[src/rtl/core/ssos_pkg.sv]
// ssos_pkg: widths, constants, types and the triangle index function
// shared by the spatial sign outer sum core and its submodules
// depends on nothing
`default_nettype none

package ssos_pkg;

   localparam int MAX_DIMS        = 4;
   localparam int COUNT_BITS      = 16;
   localparam int COORD_BITS      = 16;

   localparam int NUM_COORD_FIELDS = 4;
   localparam int CFG_BITS        = 3;
   localparam int FRAC_BITS       = 16;
   localparam int ACC_BITS        = 48;
   localparam int ENT_BITS        = 34;
   localparam int ROW_BITS        = 2;
   localparam int SKIP_BITS       = 16;
   localparam int SKIP_MAX        = (1 << SKIP_BITS) - 1;

   localparam int TRI_SIZE        = MAX_DIMS * (MAX_DIMS + 1) / 2;
   localparam int DIM_BITS        = (MAX_DIMS > 1) ? $clog2(MAX_DIMS) : 1;
   localparam int K_BITS          = $clog2(MAX_DIMS + 1);
   localparam int TRI_BITS        = (TRI_SIZE > 1) ? $clog2(TRI_SIZE) : 1;
   localparam int PROD_BITS       = 2 * COORD_BITS;
   localparam int SUM_BITS        = PROD_BITS + ((MAX_DIMS > 1) ? $clog2(MAX_DIMS) : 0);
   localparam int Q_BITS          = FRAC_BITS + 1;
   localparam int STEP_BITS       = $clog2(Q_BITS);

   localparam logic [CFG_BITS-1:0] DIMS_RESET = CFG_BITS'(4);

   localparam logic signed [ACC_BITS-1:0] ACC_HI = {1'b0, {(ACC_BITS-1){1'b1}}};
   localparam logic signed [ACC_BITS-1:0] ACC_LO = {1'b1, {(ACC_BITS-1){1'b0}}};
   localparam logic signed [ACC_BITS-1:0] ENT_HI =
      {{(ACC_BITS-ENT_BITS+1){1'b0}}, {(ENT_BITS-1){1'b1}}};
   localparam logic signed [ACC_BITS-1:0] ENT_LO =
      {{(ACC_BITS-ENT_BITS+1){1'b1}}, {(ENT_BITS-1){1'b0}}};

   typedef struct packed {
      logic                write;
      logic                clear;
      logic [TRI_BITS-1:0] idx;
      logic [ACC_BITS-1:0] addend;
   } acc_cmd_type;

   // packed upper-triangle position of entry (i, j), symmetric
   function automatic logic [TRI_BITS-1:0] tri_index(input logic [DIM_BITS-1:0] i,
                                                    input logic [DIM_BITS-1:0] j);
      int a;
      int b;
      int r;
      a = (i < j) ? int'(i) : int'(j);
      b = (i < j) ? int'(j) : int'(i);
      r = a * MAX_DIMS - (a * (a - 1)) / 2 + (b - a);
      return TRI_BITS'(r);
   endfunction

endpackage

`default_nettype wire

[src/rtl/core/ssos_if.sv]
// ssos_if: valid/ready channel interfaces for request, response and csr write
// depends on ssos_pkg
`default_nettype none

interface ssos_req_if;
   logic                         valid;
   logic                         ready;
   logic signed [ssos_pkg::COORD_BITS-1:0] coord_0;
   logic signed [ssos_pkg::COORD_BITS-1:0] coord_1;
   logic signed [ssos_pkg::COORD_BITS-1:0] coord_2;
   logic signed [ssos_pkg::COORD_BITS-1:0] coord_3;
   logic                         last_point;

   modport source (output valid, coord_0, coord_1, coord_2, coord_3, last_point,
                   input ready);
   modport sink   (input valid, coord_0, coord_1, coord_2, coord_3, last_point,
                   output ready);
endinterface

interface ssos_rsp_if;
   logic                                 valid;
   logic                                 ready;
   logic [ssos_pkg::ROW_BITS-1:0]        row;
   logic [ssos_pkg::ROW_BITS-1:0]        col;
   logic signed [ssos_pkg::ENT_BITS-1:0] entry;
   logic [ssos_pkg::SKIP_BITS-1:0]       skipped_points;
   logic                                 last_entry;

   modport source (output valid, row, col, entry, skipped_points, last_entry,
                   input ready);
   modport sink   (input valid, row, col, entry, skipped_points, last_entry,
                   output ready);
endinterface

interface ssos_csr_if;
   logic                          valid;
   logic                          ready;
   logic [ssos_pkg::CFG_BITS-1:0] dims_in_use;

   modport source (output valid, dims_in_use, input ready);
   modport sink   (input valid, dims_in_use, output ready);
endinterface

`default_nettype wire

[src/rtl/core/spatial_sign_outer_sum_core.sv]
// spatial_sign_outer_sum_core: top level, sequencer around one multiplier,
// the shared divider ssos_div and the accumulator bank ssos_acc
// depends on ssos_pkg, ssos_if, ssos_div, ssos_acc
//
//   channel   dir  handshake      payload
//   req_chan  in   valid/ready    coord_0..coord_3, last_point
//   rsp_chan  out  valid/ready    row, col, entry, skipped_points, last_entry
//   csr_chan  in   valid/ready    dims_in_use (ready whenever out of reset)
//
// a point squares and sums its k coordinates, then divides each upper-triangle product by
// that sum in the shared divider, one quotient after another; a zero point is only counted
// a last point then emits k*k entries, one per cycle while rsp_chan is ready
// req_chan is ready only when idle; a stalled response holds the emit sequence
// reset is synchronous and clears the accumulators, the zero count and dims to 4
`default_nettype none

module spatial_sign_outer_sum_core (
   input  logic       clock,
   input  logic       reset,
   ssos_req_if.sink   req_chan,
   ssos_rsp_if.source rsp_chan,
   ssos_csr_if.sink   csr_chan
);

   typedef enum logic [3:0] {
      ST_IDLE,
      ST_SQ_LOAD,
      ST_SQ_MUL,
      ST_SQ_ADD,
      ST_NORM,
      ST_PR_LOAD,
      ST_PR_MUL,
      ST_PR_START,
      ST_PR_WAIT,
      ST_FINISH,
      ST_EMIT
   } state_type;

   state_type                              state_ff, state_in;
   logic [ssos_pkg::CFG_BITS-1:0]          dims_ff, dims_in;
   logic [ssos_pkg::K_BITS-1:0]            k_ff, k_in;
   logic [ssos_pkg::DIM_BITS-1:0]          i_ff, i_in;
   logic [ssos_pkg::DIM_BITS-1:0]          j_ff, j_in;
   logic [ssos_pkg::COORD_BITS-1:0]        mag_ff [ssos_pkg::MAX_DIMS];
   logic [ssos_pkg::COORD_BITS-1:0]        mag_in [ssos_pkg::MAX_DIMS];
   logic [ssos_pkg::MAX_DIMS-1:0]          neg_ff, neg_in;
   logic                                   last_ff, last_in;
   logic [ssos_pkg::COORD_BITS-1:0]        opa_ff, opa_in;
   logic                                   nega_ff, nega_in;
   logic [ssos_pkg::PROD_BITS-1:0]         prod_ff, prod_in;
   logic [ssos_pkg::SUM_BITS-1:0]          sum_ff, sum_in;
   logic [ssos_pkg::COUNT_BITS-1:0]        cnt_ff, cnt_in;
   logic                                   rsp_valid_ff, rsp_valid_in;
   logic [ssos_pkg::ROW_BITS-1:0]          rsp_row_ff, rsp_row_in;
   logic [ssos_pkg::ROW_BITS-1:0]          rsp_col_ff, rsp_col_in;
   logic [ssos_pkg::ENT_BITS-1:0]          rsp_entry_ff, rsp_entry_in;
   logic [ssos_pkg::SKIP_BITS-1:0]         rsp_skip_ff, rsp_skip_in;
   logic                                   rsp_last_ff, rsp_last_in;

   logic [ssos_pkg::COORD_BITS-1:0]        field_v [ssos_pkg::NUM_COORD_FIELDS];
   logic [ssos_pkg::COORD_BITS-1:0]        coord_v;
   logic [ssos_pkg::DIM_BITS-1:0]          rd_idx;
   logic [ssos_pkg::COORD_BITS-1:0]        mag_rd;
   logic                                   neg_rd;
   logic                                   i_last, j_last;
   logic                                   req_fire, out_free, final_load;
   logic                                   div_start, div_done;
   logic [ssos_pkg::Q_BITS-1:0]            div_quotient;
   logic [ssos_pkg::ACC_BITS-1:0]          q_ext;
   logic signed [ssos_pkg::ACC_BITS-1:0]   acc_rd;
   logic signed [ssos_pkg::ACC_BITS-1:0]   ent_sat;
   ssos_pkg::acc_cmd_type                  acc_cmd;

   assign req_chan.ready = (state_ff == ST_IDLE) && !reset;
   assign csr_chan.ready = !reset;
   assign req_fire       = req_chan.valid && req_chan.ready;
   assign out_free       = !rsp_valid_ff || rsp_chan.ready;

   assign field_v[0] = req_chan.coord_0;
   assign field_v[1] = req_chan.coord_1;
   assign field_v[2] = req_chan.coord_2;
   assign field_v[3] = req_chan.coord_3;

   assign rd_idx = (state_ff == ST_SQ_LOAD || state_ff == ST_PR_LOAD) ? i_ff : j_ff;
   assign mag_rd = mag_ff[rd_idx];
   assign neg_rd = neg_ff[rd_idx];
   assign i_last = (32'(i_ff) + 32'd1 == 32'(k_ff));
   assign j_last = (32'(j_ff) + 32'd1 == 32'(k_ff));
   assign final_load = (state_ff == ST_EMIT) && out_free && i_last && j_last;
   assign div_start  = (state_ff == ST_PR_START);
   assign q_ext      = ssos_pkg::ACC_BITS'(div_quotient);

   always_comb begin
      acc_cmd.write  = (state_ff == ST_PR_WAIT) && div_done;
      acc_cmd.clear  = final_load;
      acc_cmd.idx    = ssos_pkg::tri_index(i_ff, j_ff);
      acc_cmd.addend = (nega_ff ^ neg_rd) ? (~q_ext + 1'b1) : q_ext;
   end

   always_comb begin
      if (acc_rd > ssos_pkg::ENT_HI) begin
         ent_sat = ssos_pkg::ENT_HI;
      end else if (acc_rd < ssos_pkg::ENT_LO) begin
         ent_sat = ssos_pkg::ENT_LO;
      end else begin
         ent_sat = acc_rd;
      end
   end

   always_comb begin
      state_in     = state_ff;
      dims_in      = dims_ff;
      k_in         = k_ff;
      i_in         = i_ff;
      j_in         = j_ff;
      mag_in       = mag_ff;
      neg_in       = neg_ff;
      last_in      = last_ff;
      opa_in       = opa_ff;
      nega_in      = nega_ff;
      prod_in      = prod_ff;
      sum_in       = sum_ff;
      cnt_in       = cnt_ff;
      rsp_valid_in = rsp_valid_ff && !rsp_chan.ready;
      rsp_row_in   = rsp_row_ff;
      rsp_col_in   = rsp_col_ff;
      rsp_entry_in = rsp_entry_ff;
      rsp_skip_in  = rsp_skip_ff;
      rsp_last_in  = rsp_last_ff;
      coord_v      = '0;

      if (csr_chan.valid) begin
         dims_in = csr_chan.dims_in_use;
      end

      unique case (state_ff)
         ST_IDLE: begin
            if (req_fire) begin
               for (int d = 0; d < ssos_pkg::MAX_DIMS; d++) begin
                  if (d < ssos_pkg::NUM_COORD_FIELDS) begin
                     coord_v = field_v[d % ssos_pkg::NUM_COORD_FIELDS];
                  end else begin
                     coord_v = '0;
                  end
                  neg_in[d] = coord_v[ssos_pkg::COORD_BITS-1];
                  mag_in[d] = neg_in[d] ? (~coord_v + 1'b1) : coord_v;
               end
               if (dims_ff == '0) begin
                  k_in = ssos_pkg::K_BITS'(1);
               end else if (32'(dims_ff) > 32'(ssos_pkg::MAX_DIMS)) begin
                  k_in = ssos_pkg::K_BITS'(ssos_pkg::MAX_DIMS);
               end else begin
                  k_in = ssos_pkg::K_BITS'(dims_ff);
               end
               last_in  = req_chan.last_point;
               i_in     = '0;
               j_in     = '0;
               sum_in   = '0;
               state_in = ST_SQ_LOAD;
            end
         end
         ST_SQ_LOAD: begin
            opa_in   = mag_rd;
            state_in = ST_SQ_MUL;
         end
         ST_SQ_MUL: begin
            prod_in  = opa_ff * mag_rd;
            state_in = ST_SQ_ADD;
         end
         ST_SQ_ADD: begin
            sum_in = sum_ff + ssos_pkg::SUM_BITS'(prod_ff);
            if (i_last) begin
               state_in = ST_NORM;
            end else begin
               i_in     = i_ff + 1'b1;
               j_in     = j_ff + 1'b1;
               state_in = ST_SQ_LOAD;
            end
         end
         ST_NORM: begin
            i_in = '0;
            j_in = '0;
            if (sum_ff == '0) begin
               if (cnt_ff != '1) begin
                  cnt_in = cnt_ff + 1'b1;
               end
               state_in = ST_FINISH;
            end else begin
               state_in = ST_PR_LOAD;
            end
         end
         ST_PR_LOAD: begin
            opa_in   = mag_rd;
            nega_in  = neg_rd;
            state_in = ST_PR_MUL;
         end
         ST_PR_MUL: begin
            prod_in  = opa_ff * mag_rd;
            state_in = ST_PR_START;
         end
         ST_PR_START: begin
            state_in = ST_PR_WAIT;
         end
         ST_PR_WAIT: begin
            if (div_done) begin
               if (!j_last) begin
                  j_in     = j_ff + 1'b1;
                  state_in = ST_PR_MUL;
               end else if (i_last) begin
                  state_in = ST_FINISH;
               end else begin
                  i_in     = i_ff + 1'b1;
                  j_in     = i_ff + 1'b1;
                  state_in = ST_PR_LOAD;
               end
            end
         end
         ST_FINISH: begin
            i_in     = '0;
            j_in     = '0;
            state_in = last_ff ? ST_EMIT : ST_IDLE;
         end
         ST_EMIT: begin
            if (out_free) begin
               rsp_valid_in = 1'b1;
               rsp_row_in   = ssos_pkg::ROW_BITS'(i_ff);
               rsp_col_in   = ssos_pkg::ROW_BITS'(j_ff);
               rsp_entry_in = ent_sat[ssos_pkg::ENT_BITS-1:0];
               rsp_skip_in  = (32'(cnt_ff) > 32'(ssos_pkg::SKIP_MAX)) ?
                              '1 : ssos_pkg::SKIP_BITS'(cnt_ff);
               rsp_last_in  = i_last && j_last;
               if (!j_last) begin
                  j_in = j_ff + 1'b1;
               end else if (!i_last) begin
                  j_in = '0;
                  i_in = i_ff + 1'b1;
               end else begin
                  cnt_in   = '0;
                  state_in = ST_IDLE;
               end
            end
         end
         default: begin
            state_in = ST_IDLE;
         end
      endcase
   end

   always_ff @(posedge clock) begin
      if (reset) begin
         state_ff     <= ST_IDLE;
         dims_ff      <= ssos_pkg::DIMS_RESET;
         cnt_ff       <= '0;
         rsp_valid_ff <= 1'b0;
      end else begin
         state_ff     <= state_in;
         dims_ff      <= dims_in;
         cnt_ff       <= cnt_in;
         rsp_valid_ff <= rsp_valid_in;
      end
      k_ff         <= k_in;
      i_ff         <= i_in;
      j_ff         <= j_in;
      mag_ff       <= mag_in;
      neg_ff       <= neg_in;
      last_ff      <= last_in;
      opa_ff       <= opa_in;
      nega_ff      <= nega_in;
      prod_ff      <= prod_in;
      sum_ff       <= sum_in;
      rsp_row_ff   <= rsp_row_in;
      rsp_col_ff   <= rsp_col_in;
      rsp_entry_ff <= rsp_entry_in;
      rsp_skip_ff  <= rsp_skip_in;
      rsp_last_ff  <= rsp_last_in;
   end

   ssos_div u_div (
      .clock    (clock),
      .reset    (reset),
      .start    (div_start),
      .dividend (ssos_pkg::SUM_BITS'(prod_ff)),
      .divisor  (sum_ff),
      .done     (div_done),
      .quotient (div_quotient)
   );

   ssos_acc u_acc (
      .clock   (clock),
      .reset   (reset),
      .cmd     (acc_cmd),
      .rd_data (acc_rd)
   );

   assign rsp_chan.valid          = rsp_valid_ff;
   assign rsp_chan.row            = rsp_row_ff;
   assign rsp_chan.col            = rsp_col_ff;
   assign rsp_chan.entry          = rsp_entry_ff;
   assign rsp_chan.skipped_points = rsp_skip_ff;
   assign rsp_chan.last_entry     = rsp_last_ff;

   // a request starts the squaring pass
   a_req_starts: assert property (@(posedge clock) disable iff (reset)
      req_chan.valid && req_chan.ready |=> state_ff == ST_SQ_LOAD)
      else $error("request did not start the squaring pass");

   // the final entry of a matrix sits on the diagonal
   a_last_diag: assert property (@(posedge clock) disable iff (reset)
      rsp_valid_ff && rsp_last_ff |-> rsp_row_ff == rsp_col_ff)
      else $error("last entry off the diagonal");

   // quotients arrive only while the sequencer waits for one
   a_div_wait: assert property (@(posedge clock) disable iff (reset)
      div_done |-> state_ff == ST_PR_WAIT)
      else $error("divider done outside wait state");

   // loading the final entry returns to idle with it pending
   a_emit_end: assert property (@(posedge clock) disable iff (reset)
      final_load |=> state_ff == ST_IDLE && rsp_valid_ff && rsp_last_ff)
      else $error("emit sequence did not end cleanly");

endmodule

`default_nettype wire

[src/rtl/core/ssos_div.sv]
// ssos_div: shared restoring divider, one quotient bit per cycle,
// gives floor(dividend * 2^FRAC_BITS / divisor) for dividend <= divisor
// depends on ssos_pkg
`default_nettype none

module ssos_div (
   input  logic                               clock,
   input  logic                               reset,
   input  logic                               start,
   input  logic [ssos_pkg::SUM_BITS-1:0]      dividend,
   input  logic [ssos_pkg::SUM_BITS-1:0]      divisor,
   output logic                               done,
   output logic [ssos_pkg::Q_BITS-1:0]        quotient
);

   logic                              busy_ff, busy_in;
   logic                              done_ff, done_in;
   logic [ssos_pkg::STEP_BITS-1:0]    step_ff, step_in;
   logic [ssos_pkg::SUM_BITS:0]       rem_ff, rem_in;
   logic [ssos_pkg::Q_BITS-1:0]       quo_ff, quo_in;
   logic [ssos_pkg::SUM_BITS:0]       shifted;
   logic [ssos_pkg::SUM_BITS:0]       div_ext;
   logic                              ge;
   logic                              last_step;

   always_comb begin
      div_ext   = {1'b0, divisor};
      shifted   = (step_ff == '0) ? rem_ff : {rem_ff[ssos_pkg::SUM_BITS-1:0], 1'b0};
      ge        = (shifted >= div_ext);
      last_step = (step_ff == ssos_pkg::STEP_BITS'(ssos_pkg::Q_BITS - 1));
      busy_in   = busy_ff;
      done_in   = busy_ff && last_step;
      step_in   = step_ff;
      rem_in    = rem_ff;
      quo_in    = quo_ff;
      if (start) begin
         busy_in = 1'b1;
         step_in = '0;
         rem_in  = {1'b0, dividend};
      end else if (busy_ff) begin
         rem_in  = ge ? (shifted - div_ext) : shifted;
         quo_in  = {quo_ff[ssos_pkg::Q_BITS-2:0], ge};
         step_in = step_ff + 1'b1;
         if (last_step) begin
            busy_in = 1'b0;
         end
      end
   end

   always_ff @(posedge clock) begin
      if (reset) begin
         busy_ff <= 1'b0;
         done_ff <= 1'b0;
      end else begin
         busy_ff <= busy_in;
         done_ff <= done_in;
      end
      step_ff <= step_in;
      rem_ff  <= rem_in;
      quo_ff  <= quo_in;
   end

   assign done     = done_ff;
   assign quotient = quo_ff;

endmodule

`default_nettype wire

[src/rtl/core/ssos_acc.sv]
// ssos_acc: upper-triangle accumulator bank with saturating add,
// one entry addressed per cycle, whole bank cleared on command
// depends on ssos_pkg
`default_nettype none

module ssos_acc (
   input  logic                                 clock,
   input  logic                                 reset,
   input  ssos_pkg::acc_cmd_type                cmd,
   output logic signed [ssos_pkg::ACC_BITS-1:0] rd_data
);

   logic signed [ssos_pkg::ACC_BITS-1:0] acc_ff [ssos_pkg::TRI_SIZE];
   logic signed [ssos_pkg::ACC_BITS:0]   wide_sum;
   logic signed [ssos_pkg::ACC_BITS-1:0] sat_sum;

   always_comb begin
      rd_data  = acc_ff[cmd.idx];
      wide_sum = {rd_data[ssos_pkg::ACC_BITS-1], rd_data}
               + {cmd.addend[ssos_pkg::ACC_BITS-1], $signed(cmd.addend)};
      if (wide_sum[ssos_pkg::ACC_BITS] != wide_sum[ssos_pkg::ACC_BITS-1]) begin
         sat_sum = wide_sum[ssos_pkg::ACC_BITS] ? ssos_pkg::ACC_LO : ssos_pkg::ACC_HI;
      end else begin
         sat_sum = wide_sum[ssos_pkg::ACC_BITS-1:0];
      end
   end

   always_ff @(posedge clock) begin
      if (reset || cmd.clear) begin
         for (int n = 0; n < ssos_pkg::TRI_SIZE; n++) begin
            acc_ff[n] <= '0;
         end
      end else if (cmd.write) begin
         acc_ff[cmd.idx] <= sat_sum;
      end
   end

endmodule

`default_nettype wire

[src/flat_wrapper.sv]
// flat-port wrapper written by rule: the top's interface ports become plain ports
module spatial_sign_outer_sum_core_flat 
  (clock, reset, req_chan_valid, req_chan_coord_0, req_chan_coord_1, req_chan_coord_2, req_chan_coord_3, req_chan_last_point, req_chan_ready, rsp_chan_valid, rsp_chan_row, rsp_chan_col, rsp_chan_entry, rsp_chan_skipped_points, rsp_chan_last_entry, rsp_chan_ready, csr_chan_valid, csr_chan_dims_in_use, csr_chan_ready);
  ssos_req_if req_chan_i ();
  ssos_rsp_if rsp_chan_i ();
  ssos_csr_if csr_chan_i ();
  input  logic clock;
  input  logic reset;
  input wire logic [$bits(req_chan_i.valid)-1:0] req_chan_valid;
  input wire logic [$bits(req_chan_i.coord_0)-1:0] req_chan_coord_0;
  input wire logic [$bits(req_chan_i.coord_1)-1:0] req_chan_coord_1;
  input wire logic [$bits(req_chan_i.coord_2)-1:0] req_chan_coord_2;
  input wire logic [$bits(req_chan_i.coord_3)-1:0] req_chan_coord_3;
  input wire logic [$bits(req_chan_i.last_point)-1:0] req_chan_last_point;
  output wire logic [$bits(req_chan_i.ready)-1:0] req_chan_ready;
  output wire logic [$bits(rsp_chan_i.valid)-1:0] rsp_chan_valid;
  output wire logic [$bits(rsp_chan_i.row)-1:0] rsp_chan_row;
  output wire logic [$bits(rsp_chan_i.col)-1:0] rsp_chan_col;
  output wire logic [$bits(rsp_chan_i.entry)-1:0] rsp_chan_entry;
  output wire logic [$bits(rsp_chan_i.skipped_points)-1:0] rsp_chan_skipped_points;
  output wire logic [$bits(rsp_chan_i.last_entry)-1:0] rsp_chan_last_entry;
  input wire logic [$bits(rsp_chan_i.ready)-1:0] rsp_chan_ready;
  input wire logic [$bits(csr_chan_i.valid)-1:0] csr_chan_valid;
  input wire logic [$bits(csr_chan_i.dims_in_use)-1:0] csr_chan_dims_in_use;
  output wire logic [$bits(csr_chan_i.ready)-1:0] csr_chan_ready;
  assign req_chan_i.valid = req_chan_valid;
  assign req_chan_i.coord_0 = req_chan_coord_0;
  assign req_chan_i.coord_1 = req_chan_coord_1;
  assign req_chan_i.coord_2 = req_chan_coord_2;
  assign req_chan_i.coord_3 = req_chan_coord_3;
  assign req_chan_i.last_point = req_chan_last_point;
  assign req_chan_ready = req_chan_i.ready;
  assign rsp_chan_valid = rsp_chan_i.valid;
  assign rsp_chan_row = rsp_chan_i.row;
  assign rsp_chan_col = rsp_chan_i.col;
  assign rsp_chan_entry = rsp_chan_i.entry;
  assign rsp_chan_skipped_points = rsp_chan_i.skipped_points;
  assign rsp_chan_last_entry = rsp_chan_i.last_entry;
  assign rsp_chan_i.ready = rsp_chan_ready;
  assign csr_chan_i.valid = csr_chan_valid;
  assign csr_chan_i.dims_in_use = csr_chan_dims_in_use;
  assign csr_chan_ready = csr_chan_i.ready;
  spatial_sign_outer_sum_core u_core (.clock(clock), .reset(reset), .req_chan(req_chan_i), .rsp_chan(rsp_chan_i), .csr_chan(csr_chan_i));
endmodule
[config.mk]
export PLATFORM = sky130hd
export DESIGN_NAME = spatial_sign_outer_sum_core_flat
export DESIGN_NICKNAME = d
export VERILOG_FILES = /design/src/rtl/core/ssos_pkg.sv /design/src/rtl/core/ssos_if.sv /design/src/rtl/core/spatial_sign_outer_sum_core.sv /design/src/rtl/core/ssos_div.sv /design/src/rtl/core/ssos_acc.sv /design/src/flat_wrapper.sv
export SDC_FILE = /design/constraint.sdc
export NUM_CORES = 2
export LEC_CHECK = 0
export BUFFER_PORTS_ARGS = -buffer_cell sky130_fd_sc_hd__buf_2
export CAP_MARGIN = 20
export CORE_MARGIN = 2
export CORE_UTILIZATION = 58
export DETAILED_ROUTE_END_ITERATION = 12
export GPL_TIMING_DRIVEN = 0
export PLACE_DENSITY = 0.75
export SLEW_MARGIN = 20
export SYNTH_ARGS = -nofsm -noshare
export SYNTH_HDL_FRONTEND = slang
export SYNTH_HIERARCHICAL = 1
export SYNTH_SLANG_ARGS = --single-unit
[constraint.sdc]
create_clock -name clock -period 9.5 [get_ports clock]
set_input_delay 0 -clock clock [delete_from_list [all_inputs] [get_ports clock]]
set_output_delay 0 -clock clock [all_outputs]
set_load 0.1 [all_outputs]
# Yosys cells after proc, flatten, opt, wreduce, memory -nomap -nowiden
# Memory sizes are Yosys's and may differ from the RTL's.
# Index checks and enable logic that the tools add are counted.
# totals
mem_bits_rw	480
latch_bits	0
n_memories	1
ff_bits	297
output_inout_bits	58
mem_bits_ro	0
# memory_table
name	words	width	read_ports	rd_ports_with_merged_regs	wr	line_no	text
u_core.u_acc.acc_ff	10	48	1	0	10	ssos_acc.sv:13	logic signed [ssos_pkg::ACC_BITS-1:0] acc_ff [ssos_pkg::TRI_SIZE];
# op_classes
n_shift	0
eq_ne	25
reduce_logical	36
multipliers	2
div_mod_pow	0
mux	75
n_lt_le_gt_ge	7
n_addsub	19
bitwise_logic	9
# op_table
cell	n
16-bit two-way mux	15
48-bit two-way mux	4
16-bit by 1-bit adder with 16-bit output, second input constant	5
35-bit two-way mux	2
34-bit two-way mux	2
34-bit one-hot mux with 2 select lines	1
32-bit by 3-bit == test with 1-bit output	2
32-bit two-way mux	2
16-bit inverter	4
15-bit two-way mux	4
48-bit by 48-bit adder with 49-bit output	1
48-bit by 1-bit adder with 48-bit output, second input constant	1
48-bit by 34-bit > comparator with 1-bit output, second input constant	1
48-bit by 34-bit less-than comparator with 1-bit output, second input constant	1
17-bit inverter with 48-bit output	1
48-bit OR reduction	1
4-bit one-hot mux with 11 select lines	1
4-bit two-way mux	10
35-bit by 34-bit >= comparator with 1-bit output	1
35-bit by 34-bit subtractor with 35-bit output	1
34-bit by 32-bit adder with 34-bit output	1
34-bit zero test	1
16-bit binary-select mux with 2-bit select	1
16-bit by 16-bit multiplier with 32-bit output	1
46 further kinds	109

# Longest topological paths before layout
# An unclocked memory read counts as a cell.
# logic_depth
depth_word	13
depth_mapped	34
depth_no_buf	28

# Modules after synthesis
# Netlist, hierarchy kept.
# by_module_without_submodules
module	area_each_um2	n_inst	seq_area_each_um2	cells_per_inst
ssos_acc	34956.0	1	23062.1	2161
spatial_sign_outer_sum_core	21354.2	1	6906.6	2099
ssos_div	4899.7	1	1691.6	542

# Worst setup path before layout
# No wires, ideal clock.
# synth_path
kind	reg-to-reg
startpoint	register u_core.state_ff[1]
endpoint	register u_core/prod_ff[28] in the netlist's numbering (data pin)
t_arrival_ns	8.231
setup_time_ns	0.264
required_time_ns	9.236
stages_incl_launch_ff	26
n_path_buf	4
setup_slack_ns	1.006
path_cell_list	dfxtp_1 > buf_4 > nor3b_4 > mux2i_4 > buf_2 > mux4_2 > clkbuf_1 > and2_1 > fa_1 > inv_1 > fa_1 > fa_1 > fa_1 > inv_1 > fa_1 > inv_1 > fa_1 > inv_1 > ha_1 > clkbuf_1 > nand4_1 > o41ai_1 > o31ai_1 > o31ai_1 > a221oi_1 > xnor2_1
# synth_between
elab_chain_len	8
# synth_lines
item	line_no	text
start, declared	spatial_sign_outer_sum_core.sv:39	state_type state_ff, state_in;
start signal, assigned	spatial_sign_outer_sum_core.sv:256	state_ff <= state_in;
4-bit by 1-bit == test with 1-bit output / 4-bit by 3-bit == test with 1-bit output (equally long branches)	spatial_sign_outer_sum_core.sv:84	assign rd_idx = (state_ff == ST_SQ_LOAD || state_ff == ST_PR_LOAD) ? i_ff : j_ff;
1-bit logical OR (*)	spatial_sign_outer_sum_core.sv:84	
2-bit two-way mux (*)	spatial_sign_outer_sum_core.sv:84	
2-bit inverter with 3-bit output (implied by the code) (*)	spatial_sign_outer_sum_core.sv:85	assign mag_rd = mag_ff[rd_idx];
16-bit binary-select mux with 2-bit select (*)	spatial_sign_outer_sum_core.sv:85	
16-bit two-way mux (implied by the code) (*) (2 in series)	spatial_sign_outer_sum_core.sv:85	
named net u_core.mag_rd (one bit)	spatial_sign_outer_sum_core.sv:63	logic [ssos_pkg::COORD_BITS-1:0] mag_rd;
16-bit by 16-bit multiplier with 32-bit output (*)	spatial_sign_outer_sum_core.sv:167, spatial_sign_outer_sum_core.sv:198	
end signal, assigned	spatial_sign_outer_sum_core.sv:269	prod_ff <= prod_in;
end, declared	spatial_sign_outer_sum_core.sv:50	logic [ssos_pkg::PROD_BITS-1:0] prod_ff, prod_in;
# The timed path passes the listed nets; every way through them passes the cells marked *. The select of a mux whose other input is x is not followed.
# A chain may end at the register's enable or synchronous reset.

==> out/qor.txt <==
RSZ-0062 raised after global routing: false
Residual DRC: 0
largest net degree at the start of global routing: 59
Vias: 44,770
placed cell area: 0.06464 mm^2
CP Launch Type: register
top post-synthesis cells by count: 1,033 x edfxtp_1, 388 x o21ai_0, 361 x nand2_1
Longest Clk Path Bufs: 3
Seq/Total Area, Yosys: 51.72%
IO Count: 131
Die Y: 328.9 um
GRT Total Usage: 34.86%
final hold violations: 0
TritonCTS clock tree: done
1st-pass router iterations: 10
critical path type: reg2reg
Synth top area share: 50.68%
hpwl dp: 133,400 um
Syn-to-layout area delta: 14.01%
WP buf/inv: 8
WHS: 103.4 ps
Post-synth ARST share: 0%
cell with the most instances after synthesis: edfxtp_1
Max Clock Freq: 0.1056 GHz
Routed WL: 189,300 um
Post-Synthesis Mean Instance Area: 12.75 um^2
final setup fails: 0
share of layout cells above drive strength 1: 16.10%
largest area contributor in the netlist: edfxtp_1
Final Slew Violations: 0
initial core utilization: 58.31%
CP Max Fanout: 10
fillers: 7,299
CP Data Required Time: 9860 ps
period utilization: 99.72%
wire per inst: 28.26 um
cell row count: 119
Die ar.: 0.1081 mm^2
WP data arrival: 9830 ps
CP endpoint kind: register
Post-Synthesis Cells: 4,802
synth top area cells: edfxtp_1 51%, mux4_2 9.5%, fa_1 6.5%
GPL Wtd Cong: 0.9620
Skew-Pair Late Insertion Delay: 740 ps
design area: 0.06979 mm^2
Synthesis Warnings: 6
critical path's slowest cell: clkbuf_1
Num CTS Buffers: 108
post-layout min period: 9473 ps
clk root buf: clkbuf_16
drt via density: 6.684
Max transition margin: 11.47%
antenna violations before repair: 7
CP top delay family: buffers and inverters
htree depth: 3
mapped cell area: 0.06121 mm^2
port bufs: 130
Sink Count: 1,065
max incr delay on CP: 680 ps
Die Wd: 328.9 um
clock slew at reported path FFs: 70 ps
EDFF count, synth: 1,033
vias in the first global route: 43,740
CP most frequent cell: a21oi_1
hold crit path type: in2reg
First DRT Iteration DRCs: 6,153
run status: completed
#FFs+latches synth: 1,065
post-route ant nets: 0
max_cap viols: 0
top_reg_cell synth: edfxtp_1
Final nets: 5,720
Least-Margin Pin Slew: 1323 ps
Clock Skew: 76.46 ps
core area: 0.1050 mm^2
Distinct cells, synth: 103
global-route wire length before repair: 277,000 um
total grt overflow: 0
[flip-flops by register name (all words and copies together), names as in the netlist, 2 cells and up]
signal	cells
u_core/k_ff	3
u_core/i_ff	2
u_core/u_div/quotient	17
u_core/u_div/step_ff	5
u_core/rsp_chan.col	2
u_core/cnt_ff	16
u_core/dims_ff	3
u_core/neg_ff	4
u_core/mag_ff	64
u_core/j_ff	2
u_core/prod_ff	32
u_core/sum_ff	34
u_core/state_ff	4
u_core/rsp_chan.entry	34
u_core/rsp_chan.skipped_points	16
u_core/opa_ff	16
u_core/rsp_chan.row	2
u_core/u_acc/acc_ff	768
u_core/u_div/rem_ff	35
[through the flow]
stage          setup TNS [ps]  cells  util (%)  setup WS (ps)
2_1_floorplan               0   4803         -           1006
3_3_place_gp          -191410   6324     60.59          -2804
3_5_place_dp           -15580   6366     61.58         -439.8
4_1_cts                     0   6693     66.40          2.709
5_1_grt                     0   6694     66.47          2.402
6_report                    0   6698     66.48          26.76
[area by class of cell]
cell class | instances | area [um^2] | area share, %
Buffer | 266 | 1231 | 1.764
Clock inverter | 75 | 928.4 | 1.330
Timing Repair Buffer | 297 | 2748 | 3.937
Tap cell | 1391 | 1740 | 2.494
Inverter | 335 | 1257 | 1.802
Clock buffer | 128 | 2872 | 4.115
Antenna cell | 4 | 10.01 | 0.01434
Multi-Input combinational cell | 3137 | 27340 | 39.18
Sequential cell | 1065 | 31660 | 45.37
[worst paths after layout]
kind,startpoint,endpoint,slack (ps),cells past startpoint
hold / removal,req_chan_coord_1[0],u_core/mag_ff[32],100,2
hold reg to reg,u_core/cnt_ff[15],u_core/rsp_chan.skipped_points[15],490,0
setup / recovery,u_core/i_ff[1],u_core/u_acc/acc_ff[3][42],30,27
setup reg to reg,u_core/i_ff[1],u_core/u_acc/acc_ff[3][42],30,27
[repair_timing]
| item | in CTS | in global routing |
|---|---|---|
| resized for setup | 5 | 24 |
| endpoints found under the hold margin | 92 | 0 |
| buffers inserted | 4 | 0 |
| pin swaps | 1 | 0 |
| setup endpoints to repair | 201 | 313 |
| hold buffers | 120 | 0 |
[logic make-up after synthesis]
kind of cell / Yosys count / share of synthesized area (%)
AND/OR/NAND/NOR: 1179 / 9.186
flip-flops: 1065 / 51.72
AO/OA/AOI/OAI: 1001 / 10.28
buffers and inverters: 601 / 3.988
adder cells (fa/ha/maj): 437 / 11.36
multiplexers: 311 / 10.44
XOR/XNOR: 207 / 3.017
other: 1 / 0.006126
[metal layers]
| metal | part of all wire (%) | GRT usage [%] | vias up | wire [um] |
|---|---|---|---|---|
| li1 | - | - | 18590 | - |
| met1 | 36 | 45.75 | 21910 | 67570 |
| met4 | 4.6 | 13.74 | 10 | 8749 |
| met5 | 0.18 | 1.775 | - | 332 |
| met2 | 43 | 51.03 | 3568 | 81580 |
| met3 | 16 | 15.20 | 694 | 31070 |
[cell usage in the layout, fill, tap and decap left out, drive strengths merged, types with 29 or more instances in the layout]
master	instances
a21o	124
a21oi	215
and2	138
buf	262
clkbuf	309
clkinv	46
dfxtp	32
dlygate4sd3	120
edfxtp	1033
fa	198
ha	239
inv	344
mux2	36
mux4	257
nand2	367
nand3	53
nand4	46
nor2	354
nor3	54
o21a	30
o21ai	414
o31ai	30
or3	29
xnor2	128
xor2	79
Power is left out: the tool's default activity adds up to more than one toggle a clock period on the data nets, which glitch-free logic cannot reach.
